## src/hw/rtl/ted_pkg.sv

```systemverilog
package ted_pkg;

	localparam int RAW_BITS_DEF   = 32;
	localparam int SCREEN_DIM_MAX = 4096;
	localparam int DIM_W          = 13;
	localparam int PT_W           = 12;
	localparam int QUEUE_DEPTH    = 2;
	localparam int CFG_AW         = 5;

	// largest usable screen dimension, limited by SCREEN_DIM_MAX and by the register width
	localparam int DIM_CAP = (SCREEN_DIM_MAX < (2 ** DIM_W) - 1) ? SCREEN_DIM_MAX
	                                                              : (2 ** DIM_W) - 1;
	localparam logic [DIM_W-1:0] DIM_CAP_V = DIM_W'(DIM_CAP);

	localparam logic [4:0] EV_SYN = 5'd0;
	localparam logic [4:0] EV_KEY = 5'd1;
	localparam logic [4:0] EV_ABS = 5'd3;

	localparam logic [9:0] CODE_SYNC_FRAME  = 10'd0;
	localparam logic [9:0] ABS_X            = 10'd0;
	localparam logic [9:0] ABS_Y            = 10'd1;
	localparam logic [9:0] CODE_MT_SLOT     = 10'd47;
	localparam logic [9:0] CODE_MT_POS_X    = 10'd53;
	localparam logic [9:0] CODE_MT_POS_Y    = 10'd54;
	localparam logic [9:0] CODE_MT_TRACK_ID = 10'd57;
	localparam logic [9:0] CODE_TOUCH_BTN   = 10'd330;

	localparam logic [1:0] KIND_DOWN = 2'd0;
	localparam logic [1:0] KIND_MOVE = 2'd1;
	localparam logic [1:0] KIND_UP   = 2'd2;

	localparam logic [2:0] REG_X_MIN  = 3'd0;
	localparam logic [2:0] REG_X_MAX  = 3'd1;
	localparam logic [2:0] REG_Y_MIN  = 3'd2;
	localparam logic [2:0] REG_Y_MAX  = 3'd3;
	localparam logic [2:0] REG_WIDTH  = 3'd4;
	localparam logic [2:0] REG_HEIGHT = 3'd5;
	localparam logic [2:0] REG_ORIENT = 3'd6;

	typedef struct packed {
		logic [4:0]         req_type;
		logic [9:0]         event_code;
		logic signed [31:0] event_value;
	} evt_word_t;

	typedef struct packed {
		logic [1:0]      touch_kind;
		logic [PT_W-1:0] screen_x;
		logic [PT_W-1:0] screen_y;
	} touch_word_t;

	typedef struct packed {
		logic [DIM_W-1:0] screen_width;
		logic [DIM_W-1:0] screen_height;
		logic [2:0]       orientation;
	} view_cfg_t;

	// screen dimension after clamping, minus one; zero stays zero
	function automatic logic [DIM_W-1:0] dim_max(input logic [DIM_W-1:0] d);
		logic [DIM_W-1:0] r;
		if (d == '0) begin
			r = '0;
		end else if (d > DIM_CAP_V) begin
			r = DIM_CAP_V - DIM_W'(1);
		end else begin
			r = d - DIM_W'(1);
		end
		return r;
	endfunction

endpackage

```

## src/hw/rtl/ted_front.sv

```systemverilog
module ted_front import ted_pkg::*; #(
	parameter int RAW_BITS = RAW_BITS_DEF
) (
	input  logic                    clk,
	input  logic                    arst_n,
	input  logic                    evt_valid,
	output logic                    evt_stall,
	input  evt_word_t               evt,
	input  logic                    q_full,
	output logic                    q_push,
	output logic [2*RAW_BITS:0]     q_wdata
);

	logic                       slot0_q;
	logic                       active_q;
	logic                       button_q;
	logic signed [RAW_BITS-1:0] cx_q, cy_q, ux_q, uy_q;

	logic                       acc;
	logic signed [RAW_BITS-1:0] raw;
	logic                       pressed;
	logic signed [RAW_BITS-1:0] px, py;

	assign evt_stall = q_full;
	assign acc       = evt_valid && !q_full;
	assign raw       = evt.event_value[RAW_BITS-1:0];

	assign q_push = acc && (evt.req_type == EV_SYN) && (evt.event_code == CODE_SYNC_FRAME);

	// multitouch contact wins over the single-touch point
	always_comb begin
		pressed = 1'b0;
		px      = '0;
		py      = '0;
		if (active_q) begin
			pressed = 1'b1;
			px      = cx_q;
			py      = cy_q;
		end else if (button_q) begin
			pressed = 1'b1;
			px      = ux_q;
			py      = uy_q;
		end
	end

	assign q_wdata = {pressed, px, py};

	always_ff @(posedge clk or negedge arst_n) begin
		if (!arst_n) begin
			slot0_q  <= 1'b1;
			active_q <= 1'b0;
			button_q <= 1'b0;
			cx_q     <= '0;
			cy_q     <= '0;
			ux_q     <= '0;
			uy_q     <= '0;
		end else if (acc) begin
			if (evt.req_type == EV_ABS) begin
				case (evt.event_code)
					CODE_MT_SLOT: begin
						slot0_q <= (evt.event_value == '0);
					end
					CODE_MT_TRACK_ID: begin
						if (slot0_q) active_q <= !evt.event_value[31];
					end
					CODE_MT_POS_X: begin
						if (slot0_q) cx_q <= raw;
					end
					CODE_MT_POS_Y: begin
						if (slot0_q) cy_q <= raw;
					end
					ABS_X: begin
						ux_q <= raw;
					end
					ABS_Y: begin
						uy_q <= raw;
					end
					default: ;
				endcase
			end else if (evt.req_type == EV_KEY && evt.event_code == CODE_TOUCH_BTN) begin
				button_q <= (evt.event_value != '0);
			end
		end
	end

endmodule

```

## src/hw/rtl/ted_queue.sv

```systemverilog
module ted_queue import ted_pkg::*; #(
	parameter int W     = 2 * RAW_BITS_DEF + 1,
	parameter int DEPTH = QUEUE_DEPTH
) (
	input  logic         clk,
	input  logic         arst_n,
	input  logic         push,
	input  logic [W-1:0] wdata,
	output logic         full,
	input  logic         pop,
	output logic [W-1:0] rdata,
	output logic         nempty
);

	localparam int PTR_W = (DEPTH > 1) ? $clog2(DEPTH) : 1;
	localparam int CNT_W = $clog2(DEPTH + 1);

	logic [W-1:0]     entry_q [DEPTH];
	logic [PTR_W-1:0] wr_ptr_q, rd_ptr_q;
	logic [CNT_W-1:0] count_q;

	assign full   = (count_q == CNT_W'(DEPTH));
	assign nempty = (count_q != '0);
	assign rdata  = entry_q[rd_ptr_q];

	always_ff @(posedge clk) begin
		if (push) entry_q[wr_ptr_q] <= wdata;
	end

	always_ff @(posedge clk or negedge arst_n) begin
		if (!arst_n) begin
			wr_ptr_q <= '0;
			rd_ptr_q <= '0;
			count_q  <= '0;
		end else begin
			if (push) begin
				wr_ptr_q <= (wr_ptr_q == PTR_W'(DEPTH - 1)) ? '0 : wr_ptr_q + PTR_W'(1);
			end
			if (pop) begin
				rd_ptr_q <= (rd_ptr_q == PTR_W'(DEPTH - 1)) ? '0 : rd_ptr_q + PTR_W'(1);
			end
			if (push && !pop) begin
				count_q <= count_q + CNT_W'(1);
			end else if (pop && !push) begin
				count_q <= count_q - CNT_W'(1);
			end
		end
	end

	a_no_overflow: assert property (@(posedge clk) disable iff (!arst_n)
		push |-> (!full || pop))
		else $error("report queue written while full");

	a_no_underflow: assert property (@(posedge clk) disable iff (!arst_n)
		pop |-> nempty)
		else $error("report queue read while empty");

endmodule

```

## src/hw/rtl/ted_back.sv

```systemverilog
module ted_back import ted_pkg::*; #(
	parameter int RAW_BITS = RAW_BITS_DEF
) (
	input  logic                       clk,
	input  logic                       arst_n,
	input  logic                       q_nempty,
	input  logic [2*RAW_BITS:0]        q_rdata,
	output logic                       q_pop,
	input  logic signed [RAW_BITS-1:0] x_min,
	input  logic signed [RAW_BITS-1:0] x_max,
	input  logic signed [RAW_BITS-1:0] y_min,
	input  logic signed [RAW_BITS-1:0] y_max,
	input  view_cfg_t                  view,
	output logic                       rpt_valid,
	input  logic                       rpt_stall,
	output touch_word_t                rpt
);

	localparam int SPAN_W = RAW_BITS + 1;
	localparam int PROD_W = RAW_BITS + DIM_W + 2;
	localparam int REM_W  = PROD_W - 1;
	localparam int QB     = DIM_W;
	localparam int CNT_W  = $clog2(QB);

	typedef enum logic [2:0] {
		S_IDLE, S_MUL, S_ADD, S_CHK, S_DIV, S_AXIS, S_EMIT
	} state_t;

	state_t                     state_q;
	logic                       pressed_q;
	logic signed [RAW_BITS-1:0] rx_q, ry_q;
	logic                       axis_q;
	logic signed [PROD_W-1:0]   prod_q, num_q;
	logic signed [SPAN_W-1:0]   span_q;
	logic [DIM_W-1:0]           omax_q, res_q;
	logic [REM_W-1:0]           rem_q, dsr_q;
	logic [QB-1:0]              quo_q;
	logic [CNT_W-1:0]           cnt_q;
	logic [PT_W-1:0]            sx_q, sy_q, last_x_q, last_y_q;
	logic                       was_down_q;
	logic                       rpt_valid_q;
	touch_word_t                rpt_q;

	logic                       use_y;
	logic signed [RAW_BITS-1:0] v_w, lo_w, hi_w;
	logic signed [SPAN_W-1:0]   diff_w, span_w;
	logic signed [PROD_W-1:0]   prod_w;
	logic [DIM_W-1:0]           omax_w;
	logic                       span_pos;
	logic [REM_W-1:0]           span_ext, num_u;
	logic                       ge;
	logic [QB-1:0]              quo_nx;
	logic                       inv;
	logic [DIM_W-1:0]           r_adj;
	logic                       out_free;
	logic                       emit;
	logic [1:0]                 emit_kind;

	// operand selection: swap exchanges which raw axis feeds which screen axis
	assign use_y  = axis_q ^ view.orientation[0];
	assign v_w    = use_y ? ry_q  : rx_q;
	assign lo_w   = use_y ? y_min : x_min;
	assign hi_w   = use_y ? y_max : x_max;
	assign omax_w = axis_q ? dim_max(view.screen_height) : dim_max(view.screen_width);
	assign diff_w = {v_w[RAW_BITS-1], v_w} - {lo_w[RAW_BITS-1], lo_w};
	assign span_w = {hi_w[RAW_BITS-1], hi_w} - {lo_w[RAW_BITS-1], lo_w};
	assign prod_w = PROD_W'(diff_w) * PROD_W'($signed({1'b0, omax_w}));

	assign span_pos = !span_q[SPAN_W-1] && (span_q != '0);
	assign span_ext = REM_W'($unsigned(span_q));
	assign num_u    = num_q[REM_W-1:0];
	assign ge       = (rem_q >= dsr_q);
	assign quo_nx   = {quo_q[QB-2:0], ge};

	assign inv   = axis_q ? view.orientation[2] : view.orientation[1];
	assign r_adj = inv ? (omax_q - res_q) : res_q;

	assign out_free = !rpt_valid_q || !rpt_stall;

	always_comb begin
		emit      = 1'b0;
		emit_kind = KIND_DOWN;
		if (pressed_q && !was_down_q) begin
			emit = 1'b1;
		end else if (pressed_q && (sx_q != last_x_q || sy_q != last_y_q)) begin
			emit      = 1'b1;
			emit_kind = KIND_MOVE;
		end else if (!pressed_q && was_down_q) begin
			emit      = 1'b1;
			emit_kind = KIND_UP;
		end
	end

	assign q_pop     = (state_q == S_IDLE) && q_nempty;
	assign rpt_valid = rpt_valid_q;
	assign rpt       = rpt_q;

	always_ff @(posedge clk or negedge arst_n) begin
		if (!arst_n) begin
			state_q     <= S_IDLE;
			pressed_q   <= 1'b0;
			rx_q        <= '0;
			ry_q        <= '0;
			axis_q      <= 1'b0;
			prod_q      <= '0;
			num_q       <= '0;
			span_q      <= '0;
			omax_q      <= '0;
			res_q       <= '0;
			rem_q       <= '0;
			dsr_q       <= '0;
			quo_q       <= '0;
			cnt_q       <= '0;
			sx_q        <= '0;
			sy_q        <= '0;
			last_x_q    <= '0;
			last_y_q    <= '0;
			was_down_q  <= 1'b0;
			rpt_valid_q <= 1'b0;
			rpt_q       <= '0;
		end else begin
			if (rpt_valid_q && !rpt_stall && state_q != S_EMIT) rpt_valid_q <= 1'b0;
			case (state_q)
				S_IDLE: begin
					if (q_nempty) begin
						pressed_q <= q_rdata[2*RAW_BITS];
						rx_q      <= q_rdata[2*RAW_BITS-1:RAW_BITS];
						ry_q      <= q_rdata[RAW_BITS-1:0];
						axis_q    <= 1'b0;
						state_q   <= q_rdata[2*RAW_BITS] ? S_MUL : S_EMIT;
					end
				end
				S_MUL: begin
					prod_q  <= prod_w;
					span_q  <= span_w;
					omax_q  <= omax_w;
					state_q <= S_ADD;
				end
				S_ADD: begin
					// rounding term: half the span
					num_q   <= prod_q + PROD_W'(span_q >>> 1);
					state_q <= S_CHK;
				end
				S_CHK: begin
					if (!span_pos || num_q[PROD_W-1]) begin
						res_q   <= '0;
						state_q <= S_AXIS;
					end else if (num_u >= (span_ext << QB)) begin
						// quotient would exceed any screen coordinate
						res_q   <= omax_q;
						state_q <= S_AXIS;
					end else begin
						rem_q   <= num_u;
						dsr_q   <= span_ext << (QB - 1);
						quo_q   <= '0;
						cnt_q   <= '0;
						state_q <= S_DIV;
					end
				end
				S_DIV: begin
					if (ge) rem_q <= rem_q - dsr_q;
					dsr_q <= dsr_q >> 1;
					quo_q <= quo_nx;
					cnt_q <= cnt_q + CNT_W'(1);
					if (cnt_q == CNT_W'(QB - 1)) begin
						res_q   <= (quo_nx > omax_q) ? omax_q : quo_nx;
						state_q <= S_AXIS;
					end
				end
				S_AXIS: begin
					if (!axis_q) begin
						sx_q    <= r_adj[PT_W-1:0];
						axis_q  <= 1'b1;
						state_q <= S_MUL;
					end else begin
						sy_q    <= r_adj[PT_W-1:0];
						state_q <= S_EMIT;
					end
				end
				S_EMIT: begin
					if (out_free) begin
						rpt_valid_q <= emit;
						if (emit) begin
							rpt_q.touch_kind <= emit_kind;
							rpt_q.screen_x   <= (emit_kind == KIND_UP) ? last_x_q : sx_q;
							rpt_q.screen_y   <= (emit_kind == KIND_UP) ? last_y_q : sy_q;
						end
						if (pressed_q) begin
							last_x_q <= sx_q;
							last_y_q <= sy_q;
						end
						was_down_q <= pressed_q;
						state_q    <= S_IDLE;
					end
				end
				default: state_q <= S_IDLE;
			endcase
		end
	end

	a_div_bound: assert property (@(posedge clk) disable iff (!arst_n)
		(state_q == S_DIV) |-> (rem_q < {dsr_q, 1'b0}))
		else $error("partial remainder out of range in divider");

	a_kind_legal: assert property (@(posedge clk) disable iff (!arst_n)
		rpt_valid_q |-> (rpt_q.touch_kind == KIND_DOWN || rpt_q.touch_kind == KIND_MOVE
		                 || rpt_q.touch_kind == KIND_UP))
		else $error("illegal touch kind on output");

	a_kind_tracks_down: assert property (@(posedge clk) disable iff (!arst_n)
		rpt_valid_q |-> (was_down_q == (rpt_q.touch_kind != KIND_UP)))
		else $error("pending word disagrees with touch state");

endmodule

```

## src/hw/rtl/touch_event_decoder_unit.sv

```systemverilog
// channel   dir  handshake                 word
// evt       in   evt_valid / evt_stall     evt_word_t   (req_type, event_code, event_value)
// rpt       out  rpt_valid / rpt_stall     touch_word_t (touch_kind, screen_x, screen_y)
// apb       in   psel, penable, pwrite     paddr, pwdata, prdata; pready tied high
//
// axis, key and ignored events are taken at one per cycle while the report queue has room.
// a sync report needing no mapping goes through queue pop and output load only; with an active
// touch the mapper runs per axis multiply, add, range check, 13-step restoring divide and store,
// between queue pop and output load; an axis settled by the range check skips its divide.
// the queue holds two sync reports, so events keep flowing while the mapper is busy.
// reset clears control and state registers at once; a stalled output word holds and the
// mapper finishes the next report and waits for the slot.
module touch_event_decoder_unit import ted_pkg::*; #(
	parameter int RAW_BITS = RAW_BITS_DEF
) (
	input  logic              clk,
	input  logic              arst_n,
	input  logic              evt_valid,
	output logic              evt_stall,
	input  evt_word_t         evt,
	output logic              rpt_valid,
	input  logic              rpt_stall,
	output touch_word_t       rpt,
	input  logic              psel,
	input  logic              penable,
	input  logic              pwrite,
	input  logic [CFG_AW-1:0] paddr,
	input  logic [31:0]       pwdata,
	output logic [31:0]       prdata,
	output logic              pready
);

	localparam int QW = 2 * RAW_BITS + 1;

	logic signed [RAW_BITS-1:0] x_min_q, x_max_q, y_min_q, y_max_q;
	view_cfg_t                  view_q;
	logic [2:0]                 reg_idx;
	logic                       wr_en;

	logic          q_push, q_pop, q_full, q_nempty;
	logic [QW-1:0] q_wdata, q_rdata;

	assign pready  = 1'b1;
	assign reg_idx = paddr[4:2];
	assign wr_en   = psel && penable && pwrite;

	always_ff @(posedge clk or negedge arst_n) begin
		if (!arst_n) begin
			x_min_q             <= '0;
			x_max_q             <= '0;
			y_min_q             <= '0;
			y_max_q             <= '0;
			view_q.screen_width  <= DIM_W'(1024);
			view_q.screen_height <= DIM_W'(1024);
			view_q.orientation   <= '0;
		end else if (wr_en) begin
			case (reg_idx)
				REG_X_MIN:  x_min_q              <= pwdata[RAW_BITS-1:0];
				REG_X_MAX:  x_max_q              <= pwdata[RAW_BITS-1:0];
				REG_Y_MIN:  y_min_q              <= pwdata[RAW_BITS-1:0];
				REG_Y_MAX:  y_max_q              <= pwdata[RAW_BITS-1:0];
				REG_WIDTH:  view_q.screen_width  <= pwdata[DIM_W-1:0];
				REG_HEIGHT: view_q.screen_height <= pwdata[DIM_W-1:0];
				REG_ORIENT: view_q.orientation   <= pwdata[2:0];
				default: ;
			endcase
		end
	end

	always_comb begin
		case (reg_idx)
			REG_X_MIN:  prdata = 32'(x_min_q);
			REG_X_MAX:  prdata = 32'(x_max_q);
			REG_Y_MIN:  prdata = 32'(y_min_q);
			REG_Y_MAX:  prdata = 32'(y_max_q);
			REG_WIDTH:  prdata = 32'(view_q.screen_width);
			REG_HEIGHT: prdata = 32'(view_q.screen_height);
			REG_ORIENT: prdata = 32'(view_q.orientation);
			default:    prdata = '0;
		endcase
	end

	ted_front #(
		.RAW_BITS (RAW_BITS)
	) u_front (
		.clk       (clk),
		.arst_n    (arst_n),
		.evt_valid (evt_valid),
		.evt_stall (evt_stall),
		.evt       (evt),
		.q_full    (q_full),
		.q_push    (q_push),
		.q_wdata   (q_wdata)
	);

	ted_queue #(
		.W     (QW),
		.DEPTH (QUEUE_DEPTH)
	) u_queue (
		.clk    (clk),
		.arst_n (arst_n),
		.push   (q_push),
		.wdata  (q_wdata),
		.full   (q_full),
		.pop    (q_pop),
		.rdata  (q_rdata),
		.nempty (q_nempty)
	);

	ted_back #(
		.RAW_BITS (RAW_BITS)
	) u_back (
		.clk       (clk),
		.arst_n    (arst_n),
		.q_nempty  (q_nempty),
		.q_rdata   (q_rdata),
		.q_pop     (q_pop),
		.x_min     (x_min_q),
		.x_max     (x_max_q),
		.y_min     (y_min_q),
		.y_max     (y_max_q),
		.view      (view_q),
		.rpt_valid (rpt_valid),
		.rpt_stall (rpt_stall),
		.rpt       (rpt)
	);

endmodule

```

## config.mk

```make
export PLATFORM = sky130hd
export DESIGN_NAME = touch_event_decoder_unit
export DESIGN_NICKNAME = d
export VERILOG_FILES = /design/src/hw/rtl/ted_pkg.sv /design/src/hw/rtl/ted_front.sv /design/src/hw/rtl/ted_queue.sv /design/src/hw/rtl/ted_back.sv /design/src/hw/rtl/touch_event_decoder_unit.sv
export SDC_FILE = /design/constraint.sdc
export NUM_CORES = 2
export LEC_CHECK = 0
export ABC_CLOCK_PERIOD_IN_PS = 12390
export BUFFER_PORTS_ARGS = -buffer_cell sky130_fd_sc_hd__buf_4
export CAP_MARGIN = 20
export CORE_MARGIN = 2
export CORE_UTILIZATION = 30
export CTS_CLUSTER_DIAMETER = 150
export DETAILED_ROUTE_END_ITERATION = 10
export SKIP_LAST_GASP = 1
export SYNTH_ARGS = -nofsm -noshare
export SYNTH_HDL_FRONTEND = slang
export SYNTH_SLANG_ARGS = --single-unit
```

## constraint.sdc

```tcl
create_clock -name clk -period 12.39 [get_ports clk]
set_input_delay 2.478 -clock clk [delete_from_list [all_inputs] [get_ports clk]]
set_output_delay 2.478 -clock clk [all_outputs]
set_load 0.05 [all_outputs]
```

==> key figures <==
Synth
  • Synth Area in XOR/XNOR: 3.838%
  • Distinct cells, synth: 87
  • Post-synth top area share: 28.99%
  • FF+latch count, synth: 826
  • Fraction of registers with async set/reset: 84.26%
  • Main synth FF type: dfrtp_1
  • Largest family of logic cells by synthesized area: adder cells
  • Post-synthesis simple-gate area fraction: 11.41%
  • Compound-Gate Fraction of Synth Area: around an eighth
  • Warnings from Yosys: 0
  • Area of the mapped netlist: 0.05982 mm2
  • Cells after Synth: about 6k
  • Seq/Total Area, Yosys: 35.64%
  • Adder-Cell Fraction of Synth Area: 19.94%
  • Synth top area cells: dfrtp_1 (29%), fa_1 (13%), mux2_2 (7.1%)
  • Largest area contributor in the netlist: dfrtp_1
  • Syn avg cell area: 9.888 um2
  • Mux cell area share after synthesis: between 10% and 20%
  • Post-synth EDFFs: 130

Timing
  • Unrepaired setup endpoints after global routing: no
  • Max Clock Skew: 56.75 ps
  • Max Freq: 91.20 MHz
  • Count of pins over their slew limit: 0
  • Final Cycle Share: 88.49%
  • Finish-stage setup viols: 0
  • Final Hold Viols: 0
  • Actual slew at the worst max-slew pin: 1113 ps
  • Setup TNS: 0 ps
  • Slew margin rel.: 25.25%
  • Post-layout min period: ~11000 ps

Min path
  • Hold crit path type: flop to flop

Setup path
  • Cell count of the worst reg-to-reg path: 33
  • RR Startpoint: u_back.axis_q
  • Max incr delay on CP: 530 ps
  • R2r setup slk: ~1400 ps
  • Worst Path Required: between 10000 and 15000 ps
  • Max FO, Critical Path: 22
  • CP dominant cell by count: fa_1
  • Worst R2R End: u_back.prod_q[46]
  • Critical path class: flop to flop
  • Setup crit end: u_back.prod_q[46]
  • CP Capture Type: flop
  • Crit path from: u_back.axis_q
  • Crit path DAT: 11510 ps
  • Worst Setup Start Kind: flop
  • Crit-path slowest cell: fa_1

Clock tree
  • H-tree levels: 3
  • Clock latency on the worst-skew pair: 740 ps
  • Post-CTS setup buffers: 0
  • Clock Pin Slew Worst Setup and Hold Paths: ~60 ps
  • TritonCTS Buffers: 91
  • # clock sinks: around 830
  • CTS tree: yes
  • Clock Tree Root: clkbuf_16
  • Clk buf depth: 3
  • Post-CTS Hold Buffers: 0
  • Post-cts sizing count: 0

Floorplanning
  • Die area: a little over 0.2 mm2
  • # IOs: 152
  • Die height: 450.6 um
  • Core box area: 0.1978 mm2
  • Die X: approximately 450 um
  • Initial Util: approximately 30%
  • Num rows: between 150 and 200

Drt
  • Wire length on met3: roughly 8300 um
  • Via/cell ratio: 4.968
  • Detailed Routing Iterations Pass 1: 5
  • Top layer in use: met5
  • Via count: 43.94k
  • DRC viols: 0
  • Metal2 WL: roughly 76000 um
  • Routed wire length: approximately 160000 um
  • DR WL/cell: 18.33 um
  • Wl on met1: 73000 um
  • Remaining antenna violation count: 0
  • 1st-iter DRT viols: 2694

Outcome
  • Status: completed

GRT
  • Pin count of the biggest net entering global routing: between 100 and 150
  • GRT Overall Usage: between 10% and 20%
  • First-pass GRT wire length: 256900 um
  • Vias in the first global route: 45.00k
  • Initial antenna violation count: 9
  • Total grt overflow: 0

Finish
  • Ratio of cells with drive above 1 in the final layout: around 14%
  • Most frequent cells in the layout: nand2_1 (698), dfrtp_1 (691), inv_1 (605)
  • Commonest non-fill, non-tap cell in the layout: nand2_1
  • Layout Nets: 6933
  • Synth-to-layout area growth: 12.63%

Placement
  • Final GP Congestion: 0.8850
  • HPWL after detailed placement: roughly 120000 um
  • Port buffer count: between 100 and 150

Run
  • Max Cap Viol: 0
## worst min-delay path by stage
| stage | end | cells after the start | start | slack, ps |
|---|---|---|---|---|
| 2_1_floorplan | u_back.prod_q[20] | 2 | u_back.prod_q[20] | 450 |
| 5_1_grt | u_back.prod_q[20] | 2 | u_back.prod_q[20] | 510 |
| 6_report | u_back.prod_q[38] | 2 | u_back.prod_q[38] | 480 |
| 3_3_place_gp | u_back.rem_q[32] | 2 | u_back.rem_q[32] | 470 |
| 3_5_place_dp | u_back.rem_q[31] | 2 | u_back.rem_q[31] | 480 |
| 4_1_cts | u_back.rem_q[31] | 2 | u_back.rem_q[31] | 490 |
## area by class of cell
class                   count  area, um2
fillers                 20180     130400
multi-input cells        4361      35370
flip-flops and latches    826      21330
well taps                2640       3303
clock buffers             132       2671
inverters                 605       2271
repair buffers            241       1859
clock inverters            38      578.1
diodes                      1      2.502
## metal layers
metal | vias up | track usage, %
met4 | 6 | 5.189
li1 | 20780 | -
met3 | 246 | 2.530
met1 | 21910 | 21.09
met5 | - | 0
met2 | 991 | 26.23
## synth_stat cells, types with 138 or more instances
cell type	number
nand2_1	699
dfrtp_1	693
inv_1	605
fa_1	394
a21oi_1	383
mux2_2	378
nor2_1	368
o21ai_0	327
ha_1	322
clkbuf_1	249
mux2i_1	178
xnor2_1	143
a21o_1	138
## critical path, delay by kind of cell (launching register included)
kind | cells | cell delay [ps]
mux | 2 | 950
compound gates | 7 | 1970
simple gates | 9 | 2230
buf+inv | 5 | 680
xor+xnor | 2 | 640
flops | 1 | 440
fa+ha+maj | 8 | 3840
## through the flow
stage / util (%) / hold WS (ps) / instances / instance area, um2 / setup WS [ps]
6_report: 34.06 / 483.3 / 8844 / 67380 / 1426
5_1_grt: 34.06 / 514.0 / 8843 / 67380 / 607.1
4_1_cts: 34.04 / 489.4 / 8840 / 67340 / 1365
3_5_place_dp: 32.40 / 476.9 / 8670 / 64090 / 1415
3_3_place_gp: 32.40 / 465.7 / 8670 / 64090 / 1499
2_1_floorplan: - / 449.8 / 6083 / 59950 / 2278
## cells by family (layout without fill, tap and decap cells)
kind of cell	after synthesis	after routing
and+or+nand+nor	1529	1529
adders and majority gates	717	717
xor gates and xnor gates	257	257
buffers and inverters	896	1016
DFF	826	826
muxes	562	562
other	2	36
AOI/OAI and AO/OA	1261	1261
## sequential cells by signal, indices dropped and copies added, names as in the netlist, 13 cells and up
register / flops
view_q: 29
y_min_q: 32
u_back.rem_q: 46
u_queue.entry_q: 130
u_front.cx_q: 32
x_min_q: 32
u_back.prod_q: 47
u_front.uy_q: 32
y_max_q: 32
u_back.omax_q: 13
u_front.ux_q: 32
x_max_q: 32
u_back.dsr_q: 45
u_back.rpt: 26
u_back.rx_q: 32
u_front.cy_q: 32
u_back.span_q: 33
u_back.num_q: 47
u_back.ry_q: 32
Power is left out: the tool's default activity adds up to more than one toggle a clock period on the data nets, which glitch-free logic cannot reach.
